**src/rtl/core/hbrp_pkg.sv**
```systemverilog
// shared types and constants of the http byte range parser
package hbrp_pkg;

   localparam int OUT_W = 64;
   localparam int QUEUE_DEPTH = 4;
   localparam int QUEUE_PTR_W = 2;
   localparam int QUEUE_CNT_W = 3;

   localparam logic KIND_RANGE   = 1'b0;
   localparam logic KIND_VERDICT = 1'b1;

   typedef struct packed {
      logic             item_kind;
      logic [OUT_W-1:0] range_first;
      logic [OUT_W-1:0] range_limit;
      logic             header_ok;
      logic             any_servable;
      logic             run_end;
   } rsp_item_type;

   typedef struct packed {
      logic [1:0]   count;
      rsp_item_type item0;
      rsp_item_type item1;
   } rsp_push_type;

endpackage

```
**src/rtl/core/http_byte_range_parser_top.sv**
```systemverilog
// top level of the http byte range parser with csr port and result queue
// Takes one Range header character per transfer, at one transfer per cycle, and
// returns each parsed range as a half-open interval clamped to file_length, then a
// verdict on the transfer marked final. Results enter the result queue at the clock edge of the
// transfer that causes them. A character that closes a range on the final transfer gives two
// results, which leave one at a time; a four-entry result queue absorbs them, and req_ready
// stays high while at least two entries are free, so with the output side always ready the
// input runs at one transfer per cycle. file_length sits at csr byte address 0 and should
// only be written between headers.
module http_byte_range_parser_top #(
   parameter int OFFSET_BITS = 64
) (
   input  logic        clock,
   input  logic        reset,

   input  logic        req_valid,
   output logic        req_ready,
   input  logic [7:0]  req_header_byte,
   input  logic        req_is_final,
   input  logic        req_no_byte,

   output logic        rsp_valid,
   input  logic        rsp_ready,
   output logic        rsp_item_kind,
   output logic [63:0] rsp_range_first,
   output logic [63:0] rsp_range_limit,
   output logic        rsp_header_ok,
   output logic        rsp_any_servable,
   output logic        rsp_run_end,

   input  logic        csr_psel,
   input  logic        csr_penable,
   input  logic        csr_pwrite,
   input  logic [3:0]  csr_paddr,
   input  logic [63:0] csr_pwdata,
   output logic [63:0] csr_prdata,
   output logic        csr_pready
);
   import hbrp_pkg::*;

   localparam logic CSR_IDX_FILE_LENGTH = 1'b0;

   logic [63:0]  file_length_ff, file_length_in;
   logic         csr_write;
   logic         in_fire;
   rsp_push_type push;
   rsp_item_type head_item;

   assign csr_pready = 1'b1;
   assign csr_write  = csr_psel && csr_penable && csr_pwrite && csr_pready &&
                       (csr_paddr[3] == CSR_IDX_FILE_LENGTH);
   assign file_length_in = csr_write ? csr_pwdata : file_length_ff;
   assign csr_prdata = (csr_paddr[3] == CSR_IDX_FILE_LENGTH) ? file_length_ff : '0;

   always_ff @(posedge clock) begin
      if (reset) begin
         file_length_ff <= '0;
      end else begin
         file_length_ff <= file_length_in;
      end
   end

   assign in_fire = req_valid && req_ready;

   hbrp_parse #(
      .OFFSET_BITS(OFFSET_BITS)
   ) u_parse (
      .clock       (clock),
      .reset       (reset),
      .in_fire     (in_fire),
      .in_byte     (req_header_byte),
      .in_final    (req_is_final),
      .in_none     (req_no_byte),
      .file_length (file_length_ff[OFFSET_BITS-1:0]),
      .push        (push)
   );

   hbrp_rsp_queue u_queue (
      .clock     (clock),
      .reset     (reset),
      .push      (push),
      .has_room  (req_ready),
      .out_valid (rsp_valid),
      .out_ready (rsp_ready),
      .out_item  (head_item)
   );

   assign rsp_item_kind    = head_item.item_kind;
   assign rsp_range_first  = head_item.range_first;
   assign rsp_range_limit  = head_item.range_limit;
   assign rsp_header_ok    = head_item.header_ok;
   assign rsp_any_servable = head_item.any_servable;
   assign rsp_run_end      = head_item.run_end;

endmodule

```
**src/rtl/core/hbrp_parse.sv**
```systemverilog
// per-byte range header parser state and interval computation
module hbrp_parse #(
   parameter int OFFSET_BITS = 64
) (
   input  logic                   clock,
   input  logic                   reset,
   input  logic                   in_fire,
   input  logic [7:0]             in_byte,
   input  logic                   in_final,
   input  logic                   in_none,
   input  logic [OFFSET_BITS-1:0] file_length,
   output hbrp_pkg::rsp_push_type push
);
   import hbrp_pkg::*;

   localparam logic [3:0] PH_PREFIX    = 4'd0;
   localparam logic [3:0] PH_LEAD      = 4'd1;
   localparam logic [3:0] PH_SUF_FIRST = 4'd2;
   localparam logic [3:0] PH_SUF_DIG   = 4'd3;
   localparam logic [3:0] PH_START     = 4'd4;
   localparam logic [3:0] PH_DASH      = 4'd5;
   localparam logic [3:0] PH_END       = 4'd6;
   localparam logic [3:0] PH_AFTER     = 4'd7;
   localparam logic [3:0] PH_ERR       = 4'd8;
   localparam logic [3:0] PH_BADPFX    = 4'd9;

   localparam logic [1:0] FIN_NONE   = 2'd0;
   localparam logic [1:0] FIN_SUFFIX = 2'd1;
   localparam logic [1:0] FIN_CLOSED = 2'd2;
   localparam logic [1:0] FIN_OPEN   = 2'd3;

   localparam logic [7:0] CH_SPACE = 8'h20;
   localparam logic [7:0] CH_TAB   = 8'h09;
   localparam logic [7:0] CH_COMMA = 8'h2c;
   localparam logic [7:0] CH_DASH  = 8'h2d;
   localparam logic [7:0] CH_ZERO  = 8'h30;
   localparam logic [7:0] CH_NINE  = 8'h39;
   localparam logic [7:0] CH_UP_A  = 8'h41;
   localparam logic [7:0] CH_UP_Z  = 8'h5a;
   localparam logic [7:0] CASE_GAP = 8'h20;
   localparam logic [2:0] PREFIX_LEN = 3'd6;

   localparam logic [OFFSET_BITS-1:0] OMASK = '1;
   localparam logic [OFFSET_BITS-1:0] Q_LIM = OMASK / 10;
   localparam logic [3:0] R_LIM = 4'(OMASK % 10);

   function automatic logic [7:0] prefix_char(input logic [2:0] pos);
      logic [7:0] ch;
      unique case (pos)
         3'd0: ch = 8'h62;
         3'd1: ch = 8'h79;
         3'd2: ch = 8'h74;
         3'd3: ch = 8'h65;
         3'd4: ch = 8'h73;
         default: ch = 8'h3d;
      endcase
      return ch;
   endfunction

   function automatic logic fin_valid(input logic [1:0] kind,
                                      input logic [OFFSET_BITS-1:0] fv,
                                      input logic [OFFSET_BITS-1:0] sv);
      logic pass;
      unique case (kind)
         FIN_SUFFIX: pass = (fv != '0);
         FIN_CLOSED: pass = (sv >= fv);
         default:    pass = 1'b1;
      endcase
      return pass;
   endfunction

   logic [3:0]             phase_ff, phase_in;
   logic [2:0]             prefix_pos_ff, prefix_pos_in;
   logic [OFFSET_BITS-1:0] first_value_ff, first_value_in;
   logic [OFFSET_BITS-1:0] second_value_ff, second_value_in;
   logic                   seen_servable_ff, seen_servable_in;
   logic                   syntax_ok_ff, syntax_ok_in;

   logic [7:0]             lower_byte;
   logic                   is_digit, is_blank;
   logic [OFFSET_BITS-1:0] digit_val;
   logic [OFFSET_BITS-1:0] acc_src, acc_next;
   logic                   acc_ovf;

   logic [1:0]             fin_byte, fin_end, fin_sel;
   logic [OFFSET_BITS-1:0] emit_first, emit_limit;
   logic                   emit, emit_hit;
   logic                   verdict_ok, verdict_serv;
   rsp_item_type           range_item, verdict_item;

   assign lower_byte = (in_byte >= CH_UP_A && in_byte <= CH_UP_Z) ? in_byte + CASE_GAP : in_byte;
   assign is_digit   = (in_byte >= CH_ZERO) && (in_byte <= CH_NINE);
   assign is_blank   = (in_byte == CH_SPACE) || (in_byte == CH_TAB);
   assign digit_val  = OFFSET_BITS'(in_byte[3:0]);

   // decimal accumulate of whichever number is being read
   assign acc_src  = (phase_ff == PH_END) ? second_value_ff : first_value_ff;
   assign acc_ovf  = acc_src > ((in_byte[3:0] <= R_LIM) ? Q_LIM : Q_LIM - 1'b1);
   assign acc_next = (acc_src << 3) + (acc_src << 1) + digit_val;

   always_comb begin
      phase_in         = phase_ff;
      prefix_pos_in    = prefix_pos_ff;
      first_value_in   = first_value_ff;
      second_value_in  = second_value_ff;
      seen_servable_in = seen_servable_ff;
      syntax_ok_in     = syntax_ok_ff;
      fin_byte         = FIN_NONE;
      fin_end          = FIN_NONE;

      if (in_fire && !in_none) begin
         unique case (phase_ff)
            PH_PREFIX: begin
               if (prefix_pos_ff < PREFIX_LEN && lower_byte == prefix_char(prefix_pos_ff)) begin
                  prefix_pos_in = prefix_pos_ff + 3'd1;
                  if (prefix_pos_in == PREFIX_LEN) begin
                     phase_in = PH_LEAD;
                  end
               end else begin
                  phase_in     = PH_BADPFX;
                  syntax_ok_in = 1'b0;
               end
            end
            PH_LEAD: begin
               if (is_blank) begin
                  phase_in = PH_LEAD;
               end else if (in_byte == CH_DASH) begin
                  phase_in = PH_SUF_FIRST;
               end else if (is_digit) begin
                  first_value_in = digit_val;
                  phase_in       = PH_START;
               end else begin
                  phase_in     = PH_ERR;
                  syntax_ok_in = 1'b0;
               end
            end
            PH_SUF_FIRST: begin
               if (is_digit) begin
                  first_value_in = digit_val;
                  phase_in       = PH_SUF_DIG;
               end else begin
                  phase_in     = PH_ERR;
                  syntax_ok_in = 1'b0;
               end
            end
            PH_SUF_DIG: begin
               if (!is_digit) begin
                  fin_byte = FIN_SUFFIX;
               end else if (acc_ovf) begin
                  phase_in     = PH_ERR;
                  syntax_ok_in = 1'b0;
               end else begin
                  first_value_in = acc_next;
               end
            end
            PH_START: begin
               if (is_digit) begin
                  if (acc_ovf) begin
                     phase_in     = PH_ERR;
                     syntax_ok_in = 1'b0;
                  end else begin
                     first_value_in = acc_next;
                  end
               end else if (in_byte == CH_DASH) begin
                  phase_in = PH_DASH;
               end else begin
                  phase_in     = PH_ERR;
                  syntax_ok_in = 1'b0;
               end
            end
            PH_DASH: begin
               if (in_byte == CH_COMMA || is_blank) begin
                  fin_byte = FIN_OPEN;
               end else if (is_digit) begin
                  second_value_in = digit_val;
                  phase_in        = PH_END;
               end else begin
                  phase_in     = PH_ERR;
                  syntax_ok_in = 1'b0;
               end
            end
            PH_END: begin
               if (!is_digit) begin
                  fin_byte = FIN_CLOSED;
               end else if (acc_ovf) begin
                  phase_in     = PH_ERR;
                  syntax_ok_in = 1'b0;
               end else begin
                  second_value_in = acc_next;
               end
            end
            PH_AFTER: begin
               if (in_byte == CH_COMMA) begin
                  phase_in = PH_LEAD;
               end else if (!is_blank) begin
                  phase_in     = PH_ERR;
                  syntax_ok_in = 1'b0;
               end
            end
            default: begin
               phase_in = phase_ff;
            end
         endcase
      end

      // a spec closed by this byte, then the byte itself as a separator
      if (fin_byte != FIN_NONE) begin
         if (fin_valid(fin_byte, first_value_in, second_value_in)) begin
            phase_in = PH_AFTER;
            if (in_byte == CH_COMMA) begin
               phase_in = PH_LEAD;
            end else if (!is_blank) begin
               phase_in     = PH_ERR;
               syntax_ok_in = 1'b0;
            end
         end else begin
            fin_byte     = FIN_NONE;
            phase_in     = PH_ERR;
            syntax_ok_in = 1'b0;
         end
      end

      // end of header closes whatever spec is open
      if (in_fire && in_final) begin
         unique case (phase_in)
            PH_PREFIX: begin
               phase_in     = PH_BADPFX;
               syntax_ok_in = 1'b0;
            end
            PH_LEAD, PH_SUF_FIRST, PH_START: begin
               phase_in     = PH_ERR;
               syntax_ok_in = 1'b0;
            end
            PH_SUF_DIG: fin_end = FIN_SUFFIX;
            PH_DASH:    fin_end = FIN_OPEN;
            PH_END:     fin_end = FIN_CLOSED;
            default:    fin_end = FIN_NONE;
         endcase
         if (fin_end != FIN_NONE && !fin_valid(fin_end, first_value_in, second_value_in)) begin
            fin_end      = FIN_NONE;
            phase_in     = PH_ERR;
            syntax_ok_in = 1'b0;
         end
      end

      fin_sel = (fin_byte != FIN_NONE) ? fin_byte : fin_end;

      unique case (fin_sel)
         FIN_SUFFIX: begin
            emit_first = (first_value_in >= file_length) ? '0 : file_length - first_value_in;
            emit_limit = file_length;
         end
         FIN_CLOSED: begin
            emit_first = first_value_in;
            emit_limit = (file_length == '0 || second_value_in >= file_length - 1'b1) ?
                         file_length : second_value_in + 1'b1;
         end
         FIN_OPEN: begin
            emit_first = first_value_in;
            emit_limit = file_length;
         end
         default: begin
            emit_first = '0;
            emit_limit = '0;
         end
      endcase

      emit     = (fin_sel != FIN_NONE);
      emit_hit = (emit_first < file_length);
      if (!emit_hit) begin
         emit_first = file_length;
         emit_limit = file_length;
      end
      if (emit && emit_hit) begin
         seen_servable_in = 1'b1;
      end

      verdict_ok   = (phase_in == PH_BADPFX) ? 1'b0 : syntax_ok_in;
      verdict_serv = (phase_in == PH_BADPFX) ? 1'b1 : seen_servable_in;

      if (in_fire && in_final) begin
         phase_in         = PH_PREFIX;
         prefix_pos_in    = 3'd0;
         first_value_in   = '0;
         second_value_in  = '0;
         seen_servable_in = 1'b0;
         syntax_ok_in     = 1'b1;
      end
   end

   always_comb begin
      range_item.item_kind    = KIND_RANGE;
      range_item.range_first  = OUT_W'(emit_first);
      range_item.range_limit  = OUT_W'(emit_limit);
      range_item.header_ok    = 1'b0;
      range_item.any_servable = 1'b0;
      range_item.run_end      = 1'b0;

      verdict_item.item_kind    = KIND_VERDICT;
      verdict_item.range_first  = '0;
      verdict_item.range_limit  = '0;
      verdict_item.header_ok    = verdict_ok;
      verdict_item.any_servable = verdict_serv;
      verdict_item.run_end      = 1'b1;

      push.count = 2'(emit) + 2'(in_fire && in_final);
      push.item0 = emit ? range_item : verdict_item;
      push.item1 = verdict_item;
   end

   always_ff @(posedge clock) begin
      if (reset) begin
         phase_ff         <= PH_PREFIX;
         prefix_pos_ff    <= 3'd0;
         first_value_ff   <= '0;
         second_value_ff  <= '0;
         seen_servable_ff <= 1'b0;
         syntax_ok_ff     <= 1'b1;
      end else begin
         phase_ff         <= phase_in;
         prefix_pos_ff    <= prefix_pos_in;
         first_value_ff   <= first_value_in;
         second_value_ff  <= second_value_in;
         seen_servable_ff <= seen_servable_in;
         syntax_ok_ff     <= syntax_ok_in;
      end
   end

   // the verdict is always the last result of a header
   a_final_verdict: assert property (@(posedge clock) disable iff (reset)
      in_fire && in_final |-> push.count != 2'd0 &&
         (push.count == 2'd2 || push.item0.item_kind == KIND_VERDICT))
      else $error("final transfer without trailing verdict");

   a_mid_range_only: assert property (@(posedge clock) disable iff (reset)
      in_fire && !in_final |-> push.count == 2'd0 ||
         (push.count == 2'd1 && push.item0.item_kind == KIND_RANGE))
      else $error("non-final transfer produced a verdict or two results");

   a_run_cleared: assert property (@(posedge clock) disable iff (reset)
      in_fire && in_final |=> phase_ff == PH_PREFIX && syntax_ok_ff && !seen_servable_ff)
      else $error("parser state not cleared after verdict");

endmodule

```
**src/rtl/core/hbrp_rsp_queue.sv**
```systemverilog
// result queue taking up to two result items per cycle
module hbrp_rsp_queue (
   input  logic                   clock,
   input  logic                   reset,
   input  hbrp_pkg::rsp_push_type push,
   output logic                   has_room,
   output logic                   out_valid,
   input  logic                   out_ready,
   output hbrp_pkg::rsp_item_type out_item
);
   import hbrp_pkg::*;

   rsp_item_type           mem_ff [QUEUE_DEPTH];
   logic [QUEUE_PTR_W-1:0] head_ff, head_in;
   logic [QUEUE_PTR_W-1:0] tail_ff, tail_in;
   logic [QUEUE_CNT_W-1:0] count_ff, count_in;
   logic                   pop;

   assign out_valid = (count_ff != '0);
   assign out_item  = mem_ff[head_ff];
   assign pop       = out_valid && out_ready;
   // room for two results so a final transfer that closes a range always fits
   assign has_room  = (count_ff <= QUEUE_CNT_W'(QUEUE_DEPTH - 2));

   assign head_in  = head_ff + QUEUE_PTR_W'(pop);
   assign tail_in  = tail_ff + QUEUE_PTR_W'(push.count);
   assign count_in = count_ff + QUEUE_CNT_W'(push.count) - QUEUE_CNT_W'(pop);

   always_ff @(posedge clock) begin
      if (push.count != 2'd0) begin
         mem_ff[tail_ff] <= push.item0;
      end
      if (push.count == 2'd2) begin
         mem_ff[tail_ff + QUEUE_PTR_W'(1)] <= push.item1;
      end
   end

   always_ff @(posedge clock) begin
      if (reset) begin
         head_ff  <= '0;
         tail_ff  <= '0;
         count_ff <= '0;
      end else begin
         head_ff  <= head_in;
         tail_ff  <= tail_in;
         count_ff <= count_in;
      end
   end

   a_no_overflow: assert property (@(posedge clock) disable iff (reset)
      push.count != 2'd0 |->
         32'(count_ff) + 32'(push.count) <= 32'(QUEUE_DEPTH) + 32'(pop))
      else $error("result queue overflow");

endmodule

```
**config.mk**
```make
export PLATFORM = sky130hd
export DESIGN_NAME = http_byte_range_parser_top
export DESIGN_NICKNAME = d
export VERILOG_FILES = /design/src/rtl/core/hbrp_pkg.sv /design/src/rtl/core/http_byte_range_parser_top.sv /design/src/rtl/core/hbrp_parse.sv /design/src/rtl/core/hbrp_rsp_queue.sv
export SDC_FILE = /design/constraint.sdc
export NUM_CORES = 2
export LEC_CHECK = 0
export ABC_AREA = 1
export BUFFER_PORTS_ARGS = -buffer_cell sky130_fd_sc_hd__buf_2
export CORE_ASPECT_RATIO = 0.8
export CORE_UTILIZATION = 45
export CTS_CLUSTER_DIAMETER = 200
export DETAILED_ROUTE_END_ITERATION = 8
export PLACE_DENSITY = 0.59
export REMOVE_ABC_BUFFERS = 1
export SLEW_MARGIN = 20
export SYNTH_ARGS = -nofsm -noshare
export SYNTH_HDL_FRONTEND = slang
export SYNTH_SLANG_ARGS = --single-unit
```
**constraint.sdc**
```tcl
create_clock -name clock -period 18 [get_ports clock]
set_input_delay 0.9 -clock clock [delete_from_list [all_inputs] [get_ports clock]]
set_output_delay 0.9 -clock clock [all_outputs]
set_load 0.005 [all_outputs]
```
==> results.yml <==
global_route:
  grt_max_degree: 194
  antenna_found_initial: 2
  grtUsageTotal_pct: 33.3
  overflow: 0
  grt_pass1_vias: 50400
  grt_pass1_wl_microns: 305000
clock_tree:
  cts_tree: "yes"
  clk_latency_ps: 710
  cts_sinks: 732
  htree_levels: 3
  cts-root-buf: "clkbuf_16"
  numCtsBuffers: 80
  cts_hold_buf: 0
  clkTransAtPathRegs_ps: 60
  cts_setup_buffers: 0
  post_cts_resize_count: 0
  cts.path.max_buffers: 3
worst_setup_path:
  crit_family: "simple AND/OR/NAND/NOR gates"
  worst-path-max-fanout: 129
  cp_slowest_cell: "nor4b_1"
  cp_data_arrival_time_ps: 16330
  reg2reg_slack_ps: 2310
  r2r_end: "u_queue.mem_ff[0][12]$_SDFFE_PP0P_"
  crit_buf_inv: 14
  worstPathRequired_ps: 18640
  critPathMaxStageDelay_ps: 910
  critical_path_class: "flip-flop to flip-flop"
  cp-start-kind: "flip-flop"
  rr_startpoint: "u_parse.phase_ff[3]$_SDFF_PP0_"
  cp_common_cell: "nand2_1"
  rr_worst_depth: 72
  end_kind: "flip-flop"
route:
  drt_iter0_markers: 5182
  drc_errors: 0
  vias: 55100
  routedWlPerCell_microns: 20.6
  vias_per_cell: 5.63
  drtPass1Iterations: 5
  ant_nets: 0
  drt_wl_total_microns: 201000
timing:
  rsz0062_at_grt: "false"
  skew_ps: 37.7
  tightest_slew_ps: 1220
  tns_ps: 0
  fin_crit_sh_pct: 87.2
  hold_viol_final: 0
  worst_slew_margin_rel_pct: 18.4
  fmaxAchievable_ghz: 0.0637
  setup_violations: 0
  slew_viol_final: 0
  fin_ws_ps: 2310
  min_period_ps: 15690
min_path:
  holdPathStages: 2
  worst_hold_path.endpoint: "u_queue.mem_ff[1][108]$_SDFFE_PP0P_"
  min_path_type: "flip-flop to flip-flop"
  worstHoldStart: "u_queue.mem_ff[1][108]$_SDFFE_PP0P_"
die:
  start_util_pct: 45.4
  die-area_sq_mm: 0.117
  pin_count: 284
  num_rows: 111
  fp.coreArea_sq_mm: 0.114
  die_w_microns: 382
  die_h_microns: 306
placed_design:
  dp.cells: 9639
  dpl-instance-area_sq_mm: 0.0544
  pre_cts_slack_ps: 2910
  dp_hpwl_microns: 146000
  port_buffers: 279
  globalplace.congestion: 1.01
synthesis:
  syn_inst: 8149
  syn_avg_cell_area_sq_um: 6.37
  seq_area_frac_synth_pct: 28.4
  yosys.area_share.simple_pct: 34.0
  synth_mux_area_share_pct: 0
  yosys.cell_types.count: 62
  syn_area_sq_mm: 0.0519
  synth-seq-cells: 732
  synth_xor_area_share_pct: 3.46
  synthAdderAreaFrac_pct: 9.79
  synth-compound-area-share_pct: 16.0
  synth_top_family_by_area: "simple AND/OR/NAND/NOR gates"
  ys_warn_count: 0
  synthFlopType: "dfxtp_1"
  ys_async_sr_fraction_pct: 0
  synth_edf_count: 8
status:
  status: "finished, final reports clean"
cells_and_area:
  final_cells: 9788
  layout.nets: 8686
  final_cell_mix: "2311 x nand2_1, 977 x nor2_1, 722 x dfxtp_1"
  final_cell_area_sq_mm: 0.0571
  layout_commonest_cell: "nand2_1"
  drive_gt1_share_pct: 7.00
  areaGrowthSynthToFinish_pct: 9.95
  fillers: 12000
power_and_ir_drop:
  vdd_drop_max_v: 0.000231
  p_leak_uw: 0.0283
  design_power_total_uw: 5180
  power_density_mw_per_mm2: 90.7
run:
  drv_cap: 0
[worst max-delay path by stage]
stage / from / end / slack (ps) / depth (start not counted)
global placement: u_parse.phase_ff[3]$_SDFF_PP0_ / u_queue.mem_ff[1][80]$_SDFFE_PP0P_ / 3090 / 72
floorplan: u_parse.phase_ff[0]$_SDFF_PP0_ / u_queue.mem_ff[3][101]$_SDFFE_PP0P_ / -2060 / 52
finish: u_parse.phase_ff[3]$_SDFF_PP0_ / u_queue.mem_ff[0][12]$_SDFFE_PP0P_ / 2310 / 72
global route: u_parse.phase_ff[3]$_SDFF_PP0_ / u_queue.mem_ff[1][12]$_SDFFE_PP0P_ / 1550 / 73
CTS: u_parse.phase_ff[3]$_SDFF_PP0_ / u_queue.mem_ff[0][12]$_SDFFE_PP0P_ / 2850 / 72
detailed placement: u_parse.phase_ff[3]$_SDFF_PP0_ / u_queue.mem_ff[2][80]$_SDFFE_PP0P_ / 2910 / 72
[power breakdown]
group          internal (uW)  switching (uW)  leakage [uW]  total [uW]
Combinational            513            1250        0.0211        1760
Sequential              1660            47.5       0.00592        1710
Clock                    971             741       0.00131        1710
Total                   3140            2040        0.0283        5180
[cells by family after synthesis]
group	Yosys count
buffers and inverters	1107
and+or+nand+nor	4251
AOI/OAI and AO/OA	1449
adders and majority gates	404
other	1
DFF	732
xor gates and xnor gates	205
[flip-flops by register name, summed over array words and instances (netlist names)]
signal and flops:
file_length_ff 64, u_parse.syntax_ok_ff 1, u_queue.mem_ff 524, u_parse.phase_ff 4
u_parse.seen_servable_ff 1, u_parse.prefix_pos_ff 3, u_parse.first_value_ff 64, u_parse.second_value_ff 64
u_queue.count_ff 3, u_queue.head_ff 2, u_queue.tail_ff 2
[routing by layer]
| layer | vias up | part of all wire, % | GRT usage, % |
|---|---|---|---|
| li1 | 27000 | - | - |
| met3 | 364 | 7.1 | 5.30 |
| met5 | - | 0 | 0 |
| met4 | 0 | 3.3 | 11.3 |
| met1 | 25600 | 45 | 45.4 |
| met2 | 2070 | 44 | 53.2 |
[Yosys cell counts, types with 44 or more instances]
cell / number / area (sq um)
nand2_1: 2313 / 8680
nand3b_1: 58 / 435
a31oi_1: 47 / 294
o211ai_1: 44 / 330
dfxtp_1: 724 / 14500
nor2_1: 980 / 3680
clkbuf_1: 306 / 1150
xnor2_1: 44 / 385
xor2_1: 161 / 1410
inv_1: 698 / 2620
nand3_1: 628 / 3140
nor3_1: 79 / 395
ha_1: 400 / 5000
o21ai_0: 565 / 2830
a21oi_1: 372 / 1860
nand4_1: 125 / 782
o22ai_1: 173 / 1080
[cell type report]
class                   count  area [sq um]  area share, %
repair buffers            356          2110           3.70
flip-flops and latches    732         14700           25.8
clock buffers             117          2310           4.05
multi-input cells        6310         33000           57.7
clock inverters            29           355          0.622
diodes                      2          5.00        0.00876
inverters                 717          2710           4.75
well taps                1525          1910           3.34
[tightest hold or removal path, stage by stage (launching register included)]
cell	delay (ps)
dfxtp_1	310
nand2_1	60
nand2_1	40
[stage by stage]
step	hold slack [ps]	utilization [%]
3_5_place_dp	434	47.6
3_3_place_gp	431	47.6
6_report	447	49.9
2_1_floorplan	421	-
4_1_cts	449	49.9
5_1_grt	458	49.9
Power figures use the tool's default switching activity.
